==> src/design/dprp_pkg.sv <==
package dprp_pkg;

  localparam int ADDRESS_BITS = 64;

  // Byte-queue between front and back end
  localparam int QUEUE_DEPTH = 2;
  localparam int QPTR_BITS   = $clog2(QUEUE_DEPTH);
  localparam int QCNT_BITS   = $clog2(QUEUE_DEPTH + 1);

  // Framing bytes
  localparam logic [7:0] BYTE_INTR  = 8'h03;
  localparam logic [7:0] BYTE_OPEN  = 8'h24;  // '$'
  localparam logic [7:0] BYTE_CLOSE = 8'h23;  // '#'
  localparam logic [7:0] BYTE_COMMA = 8'h2C;  // ','
  localparam logic [7:0] BYTE_MINUS = 8'h2D;  // '-'

  // Register indexes on the APB port
  localparam logic [1:0] REG_NO_ACK    = 2'd0;
  localparam logic [1:0] REG_EXEC_OK   = 2'd1;
  localparam logic [1:0] REG_QUERY_TID = 2'd2;

  typedef enum logic [3:0] {
    KIND_INTERRUPT  = 4'd0,
    KIND_SET_CONT   = 4'd1,
    KIND_SET_QUERY  = 4'd2,
    KIND_GET_REGS   = 4'd3,
    KIND_GET_REG    = 4'd4,
    KIND_GET_MEM    = 4'd5,
    KIND_ALIVE      = 4'd6,
    KIND_SET_BREAK  = 4'd7,
    KIND_DEL_BREAK  = 4'd8,
    KIND_STOP_WHY   = 4'd9,
    KIND_WRITE_REF  = 4'd10,
    KIND_DETACH     = 4'd11,
    KIND_KILL       = 4'd12,
    KIND_UNSUP      = 4'd13,
    KIND_ALLSTOP    = 4'd14
  } kind_t;

  typedef struct packed {
    logic               no_ack;
    logic               exec_ok;
    logic signed [31:0] query_tid;
  } cfg_t;

  // Byte as classified by the front end
  typedef struct packed {
    logic [7:0] raw;
    logic       is_open;
    logic       is_close;
    logic       is_intr;
    logic       is_comma;
    logic       is_minus;
    logic       is_hex;
    logic [3:0] digit;
  } byte_class_t;

  typedef struct packed {
    kind_t              request_kind;
    logic signed [31:0] thread_id;
    logic [63:0]        address;
    logic [31:0]        length;
    logic [7:0]         register_index;
    logic [2:0]         watch_kind;
    logic               send_ack;
    logic               malformed;
  } result_t;

endpackage

==> src/design/dprp_if.sv <==
interface dprp_byte_if;
  logic       valid;
  logic       ready;
  logic [7:0] byte_in;

  modport source (output valid, output byte_in, input ready);
  modport sink   (input valid, input byte_in, output ready);
endinterface

interface dprp_result_if;
  logic               valid;
  logic               ready;
  logic [3:0]         request_kind;
  logic signed [31:0] thread_id;
  logic [63:0]        address;
  logic [31:0]        length;
  logic [7:0]         register_index;
  logic [2:0]         watch_kind;
  logic               send_ack;
  logic               malformed;

  modport source (output valid, output request_kind, output thread_id, output address,
                  output length, output register_index, output watch_kind,
                  output send_ack, output malformed, input ready);
  modport sink   (input valid, input request_kind, input thread_id, input address,
                  input length, input register_index, input watch_kind,
                  input send_ack, input malformed, output ready);
endinterface

==> src/design/debug_packet_request_parser_top.sv <==
// Path: a result word is held in the parser's output register once the byte that ends it
//   ('#' or 0x03) has passed through the byte queue and been taken by the parser.
// Throughput: one byte per cycle; the parser consumes a queued byte every cycle the
//   output register is empty or being taken.
// Reset (rst, synchronous, active high): registers read zero, parser hunts for '$',
//   queue and output register empty.
module debug_packet_request_parser_top (
  input  logic          clk,
  input  logic          rst,
  dprp_byte_if.sink     byte_chan,
  dprp_result_if.source result_chan,
  input  logic          psel,
  input  logic          penable,
  input  logic          pwrite,
  input  logic [3:0]    paddr,
  input  logic [31:0]   pwdata,
  output logic [31:0]   prdata,
  output logic          pready
);
  import dprp_pkg::*;

  cfg_t        cfg;
  logic        push_valid;
  logic        push_ready;
  byte_class_t push_word;
  logic        q_valid;
  byte_class_t q_word;
  logic        q_pop;
  logic [1:0]  reg_idx;
  logic        wr_en;

  // APB register file: word aligned, index taken from paddr[3:2]
  assign pready  = 1'b1;
  assign reg_idx = paddr[3:2];
  assign wr_en   = psel && penable && pwrite && pready;

  always_ff @(posedge clk) begin
    if (rst) begin
      cfg <= '0;
    end else if (wr_en) begin
      case (reg_idx)
        REG_NO_ACK:    cfg.no_ack    <= pwdata[0];
        REG_EXEC_OK:   cfg.exec_ok   <= pwdata[0];
        REG_QUERY_TID: cfg.query_tid <= pwdata;
        default: begin
          // unmapped word: write dropped
        end
      endcase
    end
  end

  always_comb begin
    case (reg_idx)
      REG_NO_ACK:    prdata = {31'd0, cfg.no_ack};
      REG_EXEC_OK:   prdata = {31'd0, cfg.exec_ok};
      REG_QUERY_TID: prdata = cfg.query_tid;
      default:       prdata = '0;
    endcase
  end

  // Front end: classifies each incoming byte (framing, separator, hex digit)
  dprp_front u_front (
    .byte_chan  (byte_chan),
    .push_valid (push_valid),
    .push_word  (push_word),
    .push_ready (push_ready)
  );

  // Short queue so the link side keeps flowing while a result waits
  dprp_queue u_queue (
    .clk        (clk),
    .rst        (rst),
    .push_valid (push_valid),
    .push_word  (push_word),
    .push_ready (push_ready),
    .pop_valid  (q_valid),
    .pop_word   (q_word),
    .pop        (q_pop)
  );

  // Back end: packet state machine, field accumulators and result register
  dprp_back u_back (
    .clk         (clk),
    .rst         (rst),
    .cfg         (cfg),
    .q_valid     (q_valid),
    .q_word      (q_word),
    .q_pop       (q_pop),
    .result_chan (result_chan)
  );

endmodule

==> src/design/dprp_front.sv <==
module dprp_front (
  dprp_byte_if.sink            byte_chan,
  output logic                 push_valid,
  output dprp_pkg::byte_class_t push_word,
  input  logic                 push_ready
);
  import dprp_pkg::*;

  logic [7:0] b;

  assign b = byte_chan.byte_in;

  always_comb begin
    push_word          = '0;
    push_word.raw      = b;
    push_word.is_open  = (b == BYTE_OPEN);
    push_word.is_close = (b == BYTE_CLOSE);
    push_word.is_intr  = (b == BYTE_INTR);
    push_word.is_comma = (b == BYTE_COMMA);
    push_word.is_minus = (b == BYTE_MINUS);
    if (b inside {[8'h30:8'h39]}) begin
      push_word.is_hex = 1'b1;
      push_word.digit  = b[3:0];
    end else if (b inside {[8'h61:8'h66], [8'h41:8'h46]}) begin
      push_word.is_hex = 1'b1;
      push_word.digit  = b[3:0] + 4'd9;
    end
  end

  assign push_valid      = byte_chan.valid;
  assign byte_chan.ready = push_ready;

endmodule

==> src/design/dprp_queue.sv <==
module dprp_queue (
  input  logic                  clk,
  input  logic                  rst,
  input  logic                  push_valid,
  input  dprp_pkg::byte_class_t push_word,
  output logic                  push_ready,
  output logic                  pop_valid,
  output dprp_pkg::byte_class_t pop_word,
  input  logic                  pop
);
  import dprp_pkg::*;

  byte_class_t          slots [QUEUE_DEPTH];
  logic [QPTR_BITS-1:0] wr_ptr;
  logic [QPTR_BITS-1:0] rd_ptr;
  logic [QCNT_BITS-1:0] count;
  logic                 do_push;
  logic                 do_pop;

  assign push_ready = (count < QCNT_BITS'(QUEUE_DEPTH));
  assign pop_valid  = (count != '0);
  assign pop_word   = slots[rd_ptr];
  assign do_push    = push_valid && push_ready;
  assign do_pop     = pop && pop_valid;

  always_ff @(posedge clk) begin
    if (do_push) begin
      slots[wr_ptr] <= push_word;
    end
  end

  always_ff @(posedge clk) begin
    if (rst) begin
      wr_ptr <= '0;
      rd_ptr <= '0;
      count  <= '0;
    end else begin
      if (do_push) begin
        wr_ptr <= wr_ptr + 1'b1;
      end
      if (do_pop) begin
        rd_ptr <= rd_ptr + 1'b1;
      end
      case ({do_push, do_pop})
        2'b10:   count <= count + 1'b1;
        2'b01:   count <= count - 1'b1;
        default: count <= count;
      endcase
    end
  end

  a_count_bound: assert property (@(posedge clk) disable iff (rst)
    count <= QCNT_BITS'(QUEUE_DEPTH))
    else $error("queue count beyond depth");

endmodule

==> src/design/dprp_back.sv <==
module dprp_back (
  input  logic                  clk,
  input  logic                  rst,
  input  dprp_pkg::cfg_t        cfg,
  input  logic                  q_valid,
  input  dprp_pkg::byte_class_t q_word,
  output logic                  q_pop,
  dprp_result_if.source         result_chan
);
  import dprp_pkg::*;

  localparam logic [7:0] CH_D = 8'h44;
  localparam logic [7:0] CH_H = 8'h48;
  localparam logic [7:0] CH_QL = 8'h71;
  localparam logic [7:0] CH_QU = 8'h51;
  localparam logic [7:0] CH_GL = 8'h67;
  localparam logic [7:0] CH_GU = 8'h47;
  localparam logic [7:0] CH_MU = 8'h4D;
  localparam logic [7:0] CH_PU = 8'h50;
  localparam logic [7:0] CH_X = 8'h58;
  localparam logic [7:0] CH_K = 8'h6B;
  localparam logic [7:0] CH_ML = 8'h6D;
  localparam logic [7:0] CH_PL = 8'h70;
  localparam logic [7:0] CH_T = 8'h54;
  localparam logic [7:0] CH_ZL = 8'h7A;
  localparam logic [7:0] CH_ZU = 8'h5A;
  localparam logic [7:0] CH_QM = 8'h3F;
  localparam logic [7:0] CH_C = 8'h63;

  typedef enum logic [1:0] {
    HUNT,
    LETTER,
    FIELDS
  } mode_t;

  mode_t                   mode, mode_next;
  logic [7:0]              letter, letter_next;
  logic [1:0]              field_no, field_no_next;
  logic [ADDRESS_BITS-1:0] addr_acc, addr_acc_next;
  logic [31:0]             len_acc, len_acc_next;
  logic [31:0]             tid_acc, tid_acc_next;
  logic                    minus_seen, minus_seen_next;
  logic                    cont_sel, cont_sel_next;
  logic [2:0]              wk_acc, wk_acc_next;
  logic                    err_seen, err_seen_next;

  logic        out_valid;
  result_t     out_word;
  result_t     res;
  logic        emit;
  logic        load;
  kind_t       kind;
  logic [31:0] p_shift;
  logic [7:0]  b;
  logic [3:0]  d;

  assign load  = q_valid && (!out_valid || result_chan.ready);
  assign q_pop = load;
  assign b     = q_word.raw;
  assign d     = q_word.digit;
  assign p_shift = {len_acc[27:0], d};

  // Request kind at the closing byte
  always_comb begin
    case (letter)
      CH_D:         kind = KIND_DETACH;
      CH_H:         kind = cont_sel ? KIND_SET_CONT : KIND_SET_QUERY;
      CH_QL, CH_QU: kind = KIND_UNSUP;
      default: begin
        if (!cfg.exec_ok) begin
          kind = KIND_ALLSTOP;
        end else begin
          case (letter)
            CH_GL:                    kind = KIND_GET_REGS;
            CH_GU, CH_MU, CH_PU, CH_X: kind = KIND_WRITE_REF;
            CH_K:                     kind = KIND_KILL;
            CH_ML:                    kind = KIND_GET_MEM;
            CH_PL:                    kind = KIND_GET_REG;
            CH_T:                     kind = KIND_ALIVE;
            CH_ZL:                    kind = KIND_DEL_BREAK;
            CH_ZU:                    kind = KIND_SET_BREAK;
            CH_QM:                    kind = KIND_STOP_WHY;
            default:                  kind = KIND_UNSUP;
          endcase
        end
      end
    endcase
  end

  always_comb begin
    mode_next       = mode;
    letter_next     = letter;
    field_no_next   = field_no;
    addr_acc_next   = addr_acc;
    len_acc_next    = len_acc;
    tid_acc_next    = tid_acc;
    minus_seen_next = minus_seen;
    cont_sel_next   = cont_sel;
    wk_acc_next     = wk_acc;
    err_seen_next   = err_seen;
    emit            = 1'b0;
    res             = '0;
    res.request_kind = KIND_INTERRUPT;

    if (load) begin
      case (mode)
        HUNT: begin
          if (q_word.is_open) begin
            mode_next       = LETTER;
            letter_next     = '0;
            field_no_next   = '0;
            addr_acc_next   = '0;
            len_acc_next    = '0;
            tid_acc_next    = '0;
            minus_seen_next = 1'b0;
            cont_sel_next   = 1'b0;
            wk_acc_next     = '0;
            err_seen_next   = 1'b0;
          end else if (q_word.is_intr) begin
            emit             = 1'b1;
            res.request_kind = cfg.exec_ok ? KIND_INTERRUPT : KIND_ALLSTOP;
          end
        end
        default: begin
          if (q_word.is_close) begin
            emit             = 1'b1;
            mode_next        = HUNT;
            res.request_kind = kind;
            res.send_ack     = !cfg.no_ack;
            case (kind)
              KIND_SET_CONT, KIND_SET_QUERY, KIND_ALIVE: begin
                res.thread_id = minus_seen ? (32'd0 - tid_acc) : tid_acc;
                res.malformed = err_seen;
              end
              KIND_GET_REGS, KIND_STOP_WHY: begin
                res.thread_id = cfg.query_tid;
              end
              KIND_GET_REG: begin
                res.thread_id      = cfg.query_tid;
                res.register_index = len_acc[7:0];
                res.malformed      = err_seen;
              end
              KIND_GET_MEM: begin
                res.thread_id = cfg.query_tid;
                res.address   = 64'(addr_acc);
                res.length    = len_acc;
                res.malformed = err_seen || (field_no != 2'd1);
              end
              KIND_SET_BREAK, KIND_DEL_BREAK: begin
                res.address    = 64'(addr_acc);
                res.length     = len_acc;
                res.watch_kind = wk_acc;
                res.malformed  = err_seen || (field_no != 2'd2);
              end
              default: begin
              end
            endcase
          end else if (mode == LETTER) begin
            letter_next   = b;
            field_no_next = (b == CH_T) ? 2'd1 : 2'd0;
            mode_next     = FIELDS;
          end else begin
            case (letter)
              CH_H, CH_T: begin
                if (letter == CH_H && field_no == 2'd0) begin
                  cont_sel_next = (b == CH_C);
                  field_no_next = 2'd1;
                end else if (q_word.is_minus && field_no == 2'd1 && !minus_seen) begin
                  minus_seen_next = 1'b1;
                end else if (q_word.is_hex) begin
                  tid_acc_next  = {tid_acc[27:0], d};
                  field_no_next = 2'd2;
                end else begin
                  err_seen_next = 1'b1;
                end
              end
              CH_PL: begin
                if (q_word.is_hex) begin
                  // register number is held to 8 bits; anything above is an error
                  len_acc_next = {24'd0, p_shift[7:0]};
                  if (p_shift[31:8] != '0) begin
                    err_seen_next = 1'b1;
                  end
                end else begin
                  err_seen_next = 1'b1;
                end
              end
              CH_ML: begin
                if (q_word.is_hex) begin
                  if (field_no == 2'd0) begin
                    addr_acc_next = {addr_acc[ADDRESS_BITS-5:0], d};
                  end else begin
                    len_acc_next = p_shift;
                  end
                end else if (q_word.is_comma && field_no == 2'd0) begin
                  field_no_next = 2'd1;
                end else begin
                  err_seen_next = 1'b1;
                end
              end
              CH_ZL, CH_ZU: begin
                if (q_word.is_hex) begin
                  if (field_no == 2'd0) begin
                    if (wk_acc != '0 || d > 4'd4) begin
                      err_seen_next = 1'b1;
                      wk_acc_next   = 3'd4;
                    end else begin
                      wk_acc_next = d[2:0];
                    end
                  end else if (field_no == 2'd1) begin
                    addr_acc_next = {addr_acc[ADDRESS_BITS-5:0], d};
                  end else begin
                    len_acc_next = p_shift;
                  end
                end else if (q_word.is_comma && field_no < 2'd2) begin
                  field_no_next = field_no + 2'd1;
                end else begin
                  err_seen_next = 1'b1;
                end
              end
              default: begin
              end
            endcase
          end
        end
      endcase
    end
  end

  always_ff @(posedge clk) begin
    if (rst) begin
      mode       <= HUNT;
      letter     <= '0;
      field_no   <= '0;
      addr_acc   <= '0;
      len_acc    <= '0;
      tid_acc    <= '0;
      minus_seen <= 1'b0;
      cont_sel   <= 1'b0;
      wk_acc     <= '0;
      err_seen   <= 1'b0;
      out_valid  <= 1'b0;
    end else begin
      mode       <= mode_next;
      letter     <= letter_next;
      field_no   <= field_no_next;
      addr_acc   <= addr_acc_next;
      len_acc    <= len_acc_next;
      tid_acc    <= tid_acc_next;
      minus_seen <= minus_seen_next;
      cont_sel   <= cont_sel_next;
      wk_acc     <= wk_acc_next;
      err_seen   <= err_seen_next;
      if (load && emit) begin
        out_valid <= 1'b1;
      end else if (result_chan.ready) begin
        out_valid <= 1'b0;
      end
    end
  end

  always_ff @(posedge clk) begin
    if (load && emit) begin
      out_word <= res;
    end
  end

  assign result_chan.valid          = out_valid;
  assign result_chan.request_kind   = out_word.request_kind;
  assign result_chan.thread_id      = out_word.thread_id;
  assign result_chan.address        = out_word.address;
  assign result_chan.length         = out_word.length;
  assign result_chan.register_index = out_word.register_index;
  assign result_chan.watch_kind     = out_word.watch_kind;
  assign result_chan.send_ack       = out_word.send_ack;
  assign result_chan.malformed      = out_word.malformed;

  a_no_pop_on_stall: assert property (@(posedge clk) disable iff (rst)
    (out_valid && !result_chan.ready) |-> !q_pop)
    else $error("byte consumed while result stalled");

  a_malformed_kinds: assert property (@(posedge clk) disable iff (rst)
    (out_valid && out_word.malformed) |->
      (out_word.request_kind == KIND_SET_CONT || out_word.request_kind == KIND_SET_QUERY ||
       out_word.request_kind == KIND_GET_REG || out_word.request_kind == KIND_GET_MEM ||
       out_word.request_kind == KIND_ALIVE || out_word.request_kind == KIND_SET_BREAK ||
       out_word.request_kind == KIND_DEL_BREAK))
    else $error("malformed flagged on wrong kind");

  a_hunt_result: assert property (@(posedge clk) disable iff (rst)
    (load && emit && mode == HUNT) |=>
      (!out_word.send_ack &&
       (out_word.request_kind == KIND_INTERRUPT || out_word.request_kind == KIND_ALLSTOP)))
    else $error("result outside packet is not an interrupt");

  a_watch_range: assert property (@(posedge clk) disable iff (rst)
    wk_acc <= 3'd4)
    else $error("watch type accumulator out of range");

endmodule
==> src/flat_wrapper.sv <==
// flat-port wrapper written by rule: the top's interface ports become plain ports
module debug_packet_request_parser_top_flat import dprp_pkg::*;
  (clk, rst, psel, penable, pwrite, paddr, pwdata, prdata, pready, byte_chan_valid, byte_chan_byte_in, byte_chan_ready, result_chan_valid, result_chan_request_kind, result_chan_thread_id, result_chan_address, result_chan_length, result_chan_register_index, result_chan_watch_kind, result_chan_send_ack, result_chan_malformed, result_chan_ready);
  dprp_byte_if byte_chan_i ();
  dprp_result_if result_chan_i ();
  input  logic clk;
  input  logic rst;
  input  logic psel;
  input  logic penable;
  input  logic pwrite;
  input  logic [3:0] paddr;
  input  logic [31:0] pwdata;
  output logic [31:0] prdata;
  output logic pready;
  input wire logic [$bits(byte_chan_i.valid)-1:0] byte_chan_valid;
  input wire logic [$bits(byte_chan_i.byte_in)-1:0] byte_chan_byte_in;
  output wire logic [$bits(byte_chan_i.ready)-1:0] byte_chan_ready;
  output wire logic [$bits(result_chan_i.valid)-1:0] result_chan_valid;
  output wire logic [$bits(result_chan_i.request_kind)-1:0] result_chan_request_kind;
  output wire logic [$bits(result_chan_i.thread_id)-1:0] result_chan_thread_id;
  output wire logic [$bits(result_chan_i.address)-1:0] result_chan_address;
  output wire logic [$bits(result_chan_i.length)-1:0] result_chan_length;
  output wire logic [$bits(result_chan_i.register_index)-1:0] result_chan_register_index;
  output wire logic [$bits(result_chan_i.watch_kind)-1:0] result_chan_watch_kind;
  output wire logic [$bits(result_chan_i.send_ack)-1:0] result_chan_send_ack;
  output wire logic [$bits(result_chan_i.malformed)-1:0] result_chan_malformed;
  input wire logic [$bits(result_chan_i.ready)-1:0] result_chan_ready;
  assign byte_chan_i.valid = byte_chan_valid;
  assign byte_chan_i.byte_in = byte_chan_byte_in;
  assign byte_chan_ready = byte_chan_i.ready;
  assign result_chan_valid = result_chan_i.valid;
  assign result_chan_request_kind = result_chan_i.request_kind;
  assign result_chan_thread_id = result_chan_i.thread_id;
  assign result_chan_address = result_chan_i.address;
  assign result_chan_length = result_chan_i.length;
  assign result_chan_register_index = result_chan_i.register_index;
  assign result_chan_watch_kind = result_chan_i.watch_kind;
  assign result_chan_send_ack = result_chan_i.send_ack;
  assign result_chan_malformed = result_chan_i.malformed;
  assign result_chan_i.ready = result_chan_ready;
  debug_packet_request_parser_top u_core (.clk(clk), .rst(rst), .byte_chan(byte_chan_i), .result_chan(result_chan_i), .psel(psel), .penable(penable), .pwrite(pwrite), .paddr(paddr), .pwdata(pwdata), .prdata(prdata), .pready(pready));
endmodule
==> config.mk <==
export PLATFORM = sky130hd
export DESIGN_NAME = debug_packet_request_parser_top_flat
export DESIGN_NICKNAME = d
export VERILOG_FILES = /design/src/design/dprp_pkg.sv /design/src/design/dprp_if.sv /design/src/design/debug_packet_request_parser_top.sv /design/src/design/dprp_front.sv /design/src/design/dprp_queue.sv /design/src/design/dprp_back.sv /design/src/flat_wrapper.sv
export SDC_FILE = /design/constraint.sdc
export NUM_CORES = 1
export LEC_CHECK = 0
export BUFFER_PORTS_ARGS = -buffer_cell sky130_fd_sc_hd__buf_2
export CAP_MARGIN = 20
export CORE_ASPECT_RATIO = 1.75
export CORE_MARGIN = 1.5
export CORE_UTILIZATION = 57
export CTS_CLUSTER_SIZE = 10
export DETAILED_ROUTE_END_ITERATION = 8
export PLACE_DENSITY = 0.8
export SLEW_MARGIN = 20
export SYNTH_ARGS = -nofsm -noshare
export SYNTH_HDL_FRONTEND = slang
export SYNTH_SLANG_ARGS = --single-unit
==> constraint.sdc <==
create_clock -name clk -period 7.8 [get_ports clk]
set_input_delay 1.95 -clock clk [delete_from_list [all_inputs] [get_ports clk]]
set_output_delay 1.95 -clock clk [all_outputs]
set_load 0.005 [all_outputs]
==> qor.txt <==
# resized after CTS: 0
power density over the cells: 283.2 nW/um^2
Synth top area share: 35.10%
DRC Markers: 0
Clock Tree Root: clkbuf_16
total I/O pin count: 231
Comb power frac: 18.4%
Post-synth EDFFs: 181
Peak supply drop: 200.3 uV
Worst Skew: 0.01959 ns
Initial DRC Count: 1,022
Post-Syn Area: 15,480 sq um
number of global-route vias before repair: 11.57k
sequential-to-total area share from yosys stat: 59.15%
drt first pass iters: 5
Detailed Place HPWL: 24,370 microns
status: finished clean
LEAKAGE: 6.452 nW
RSZ-0062 raised after global routing: no
CTS clk-pin slew, worst paths: 0.05 ns
Die Span Y: 221.0 microns
Crit. End Element: output port
crit path kind: input port to output port
clock latency on the worst-skew pair: 0.56 ns
Switching Fraction: 29.95%
CP Data Arrival Time: 2.85 ns
layout cells sized above 1: 18.25%
routed vias/inst: 5.774
Yosys warning total: 0
Initial Util: 58.02%
cell internal pwr: 0.003579 W
maxcap violations: 0
CTS tree: built
die area: 28,200 sq um
CTS Sinks: 367
cts bufs inserted: 42
Clock power frac: 34.7%
slew margin rel.: 25.28%
final setup fails: 0
Sum Neg Setup Slack: 0 ns
Post-CTS Hold Buffers: 0
Post-Syn Nets: 1,617
Horiz. Die Dim: 127.6 microns
RePlAce Congestion: 0.8394
initial antenna violation count: 1
top cells by area, synth: edfxtp_1 (35%), dfxtp_1 (24%), nand2_1 (6.7%), a21oi_1 (6.2%), and2_1 (5.7%)
total grt overflow: 0
sw power: 0.001531 W
#FFs+latches synth: 367
total power: 0.005110 W
port buffer count: 227
H-tree depth: 2
Hold WS: 0.4440 ns
Core ar.: 26,690 sq um
Min-Delay Path Class: flip-flop to flip-flop
Final Max Tran Viols: 0
NumNets Final: 1,800
worst endpoint required time: 5.85 ns
largest net degree at the start of global routing: 121
Layout area overhead: 16.53%
drt wl/cell: 17.39 microns
Rows: 79
Synth area leader: edfxtp_1
gr usage total: 25.60%
Peak Freq: 208.4 MHz
CP startpoint kind: input port
cells after synthesis: 1,556
clk buf depth: 3
Routed Antenna Nets: 0
Worst-Margin Slew: 1.121 ns
Primary FF master, synth: dfxtp_1
peak fanout along the critical path: 32
post-CTS repair timing setup buffer count: 0
Final min period: 4.800 ns
period utilization: 61.53%
Routed WL: 36,440 microns
Synth Area per Inst: 9.951 sq um
Flop pwr share: 46.9%
first-pass GRT wire length: 57,880 microns
ys async rst share: 0%
synth unique cells: 66
routed via count: 12.10k
Final Hold Fails: 0
final timing paths:
| path | from | cells past startpoint | to | slack [ns] |
|---|---|---|---|---|
| hold reg to reg | u_core.u_back.addr_acc[63] | 2 | u_core.u_back.addr_acc[63] | 0.44 |
| setup reg to reg | u_core.u_back.letter[5] | 9 | u_core.u_back.result_chan.length[27] | 3.83 |
| hold / removal | u_core.u_back.addr_acc[63] | 2 | u_core.u_back.addr_acc[63] | 0.44 |
| setup / recovery | paddr[2] | 5 | prdata[18] | 3.00 |
flip-flops by register name (all words and copies together) (netlist names), 32 cells and up, named ones only:
signal / cells
u_core.u_back.addr_acc: 64
u_core.u_back.result_chan.address: 64
u_core.u_queue.slots: 36
u_core.cfg: 34
u_core.u_back.len_acc: 32
u_core.u_back.result_chan.length: 32
u_core.u_back.result_chan.thread_id: 32
u_core.u_back.tid_acc: 32
metrics by stage:
step / instances / util [%] / setup slack (ns) / instance area, sq um
global route: 2095 / 67.60 / 2.920 / 18040
CTS: 2094 / 67.59 / 3.019 / 18040
floorplan: 1556 / - / 1.693 / 15480
finish: 2095 / 67.60 / 3.000 / 18040
global placement: 2019 / 62.95 / 3.080 / 16800
detailed placement: 2019 / 62.95 / 3.032 / 16800
metal layers:
layer	GRT usage, %	vias to the layer above	wire (microns)
li1	-	5844	-
met1	27.89	5776	13410
met5	0	-	0
met3	3.361	101	1406
met4	13.41	0	1671
met2	47.55	376	19950
worst max-delay path: stages:
cell and delay (ns):
buf_2 0.15, nor2b_1 0.16, buf_4 0.29, and2_1 0.17
buf_2 0.11
power groups by stage:
stage	sequential (W)	combinational, W	clock, W
after floorplan	0.00246	0.000571	0
after global placement	0.00243	0.000923	0
after detailed placement	0.00244	0.000936	0
after CTS	0.00240	0.000937	0.00179
after global routing	0.00242	0.00103	0.00188
final	0.00240	0.000942	0.00177
cells in the final DEF, fill, tap and decap left out, drive strengths merged, types with 6 or more instances in the layout:
cell type,n
nor4,7
clkbuf,72
nand2,276
mux2,8
or3,15
nand3,135
o22ai,34
ha,10
nor2,44
edfxtp,181
nor2b,6
a21oi,192
xor2,31
dfxtp,186
and2,142
inv,12
o31ai,10
nand4,13
nor3,15
nor3b,8
o21ai,35
mux2i,19
buf,245
final cells by class:
class                   instances  area, sq um
inverters                      12        45.04
multi-input cells            1071         5917
flip-flops and latches        367         9159
clock inverters                 3        62.56
clock buffers                  72         1174
fillers                      2069         8646
repair buffers                245         1277
diodes                          1        2.502
well taps                     324        405.4
Yosys cell counts, drive strengths merged (5+ instances only):
| cell | instances |
|---|---|
| o22ai | 34 |
| or3 | 15 |
| nor3b | 8 |
| o21ai | 35 |
| dfxtp | 186 |
| buf | 5 |
| nor3 | 15 |
| nand2 | 276 |
| mux2 | 8 |
| xor2 | 31 |
| clkbuf | 101 |
| o31ai | 10 |
| nor4 | 7 |
| a21oi | 192 |
| edfxtp | 181 |
| mux2i | 19 |
| and2 | 142 |
| ha | 10 |
| nor2b | 6 |
| nand2b | 5 |
| nor2 | 44 |
| inv | 12 |
| nand3 | 135 |
| nand4 | 13 |
| or4 | 5 |
cell families (layout without fill, tap and decap cells):
kind of cell	Yosys count	in the layout	synth area share, %
compound gates	305	305	11.15
xor+xnor	35	35	1.980
flops	367	367	59.15
fa+ha+maj	10	10	0.8081
buf+inv	118	332	2.893
other cells	1	2	0.02422
mux	27	27	1.810
simple gates	693	693	22.18
Note: power is estimated with default switching activity, not from simulation.
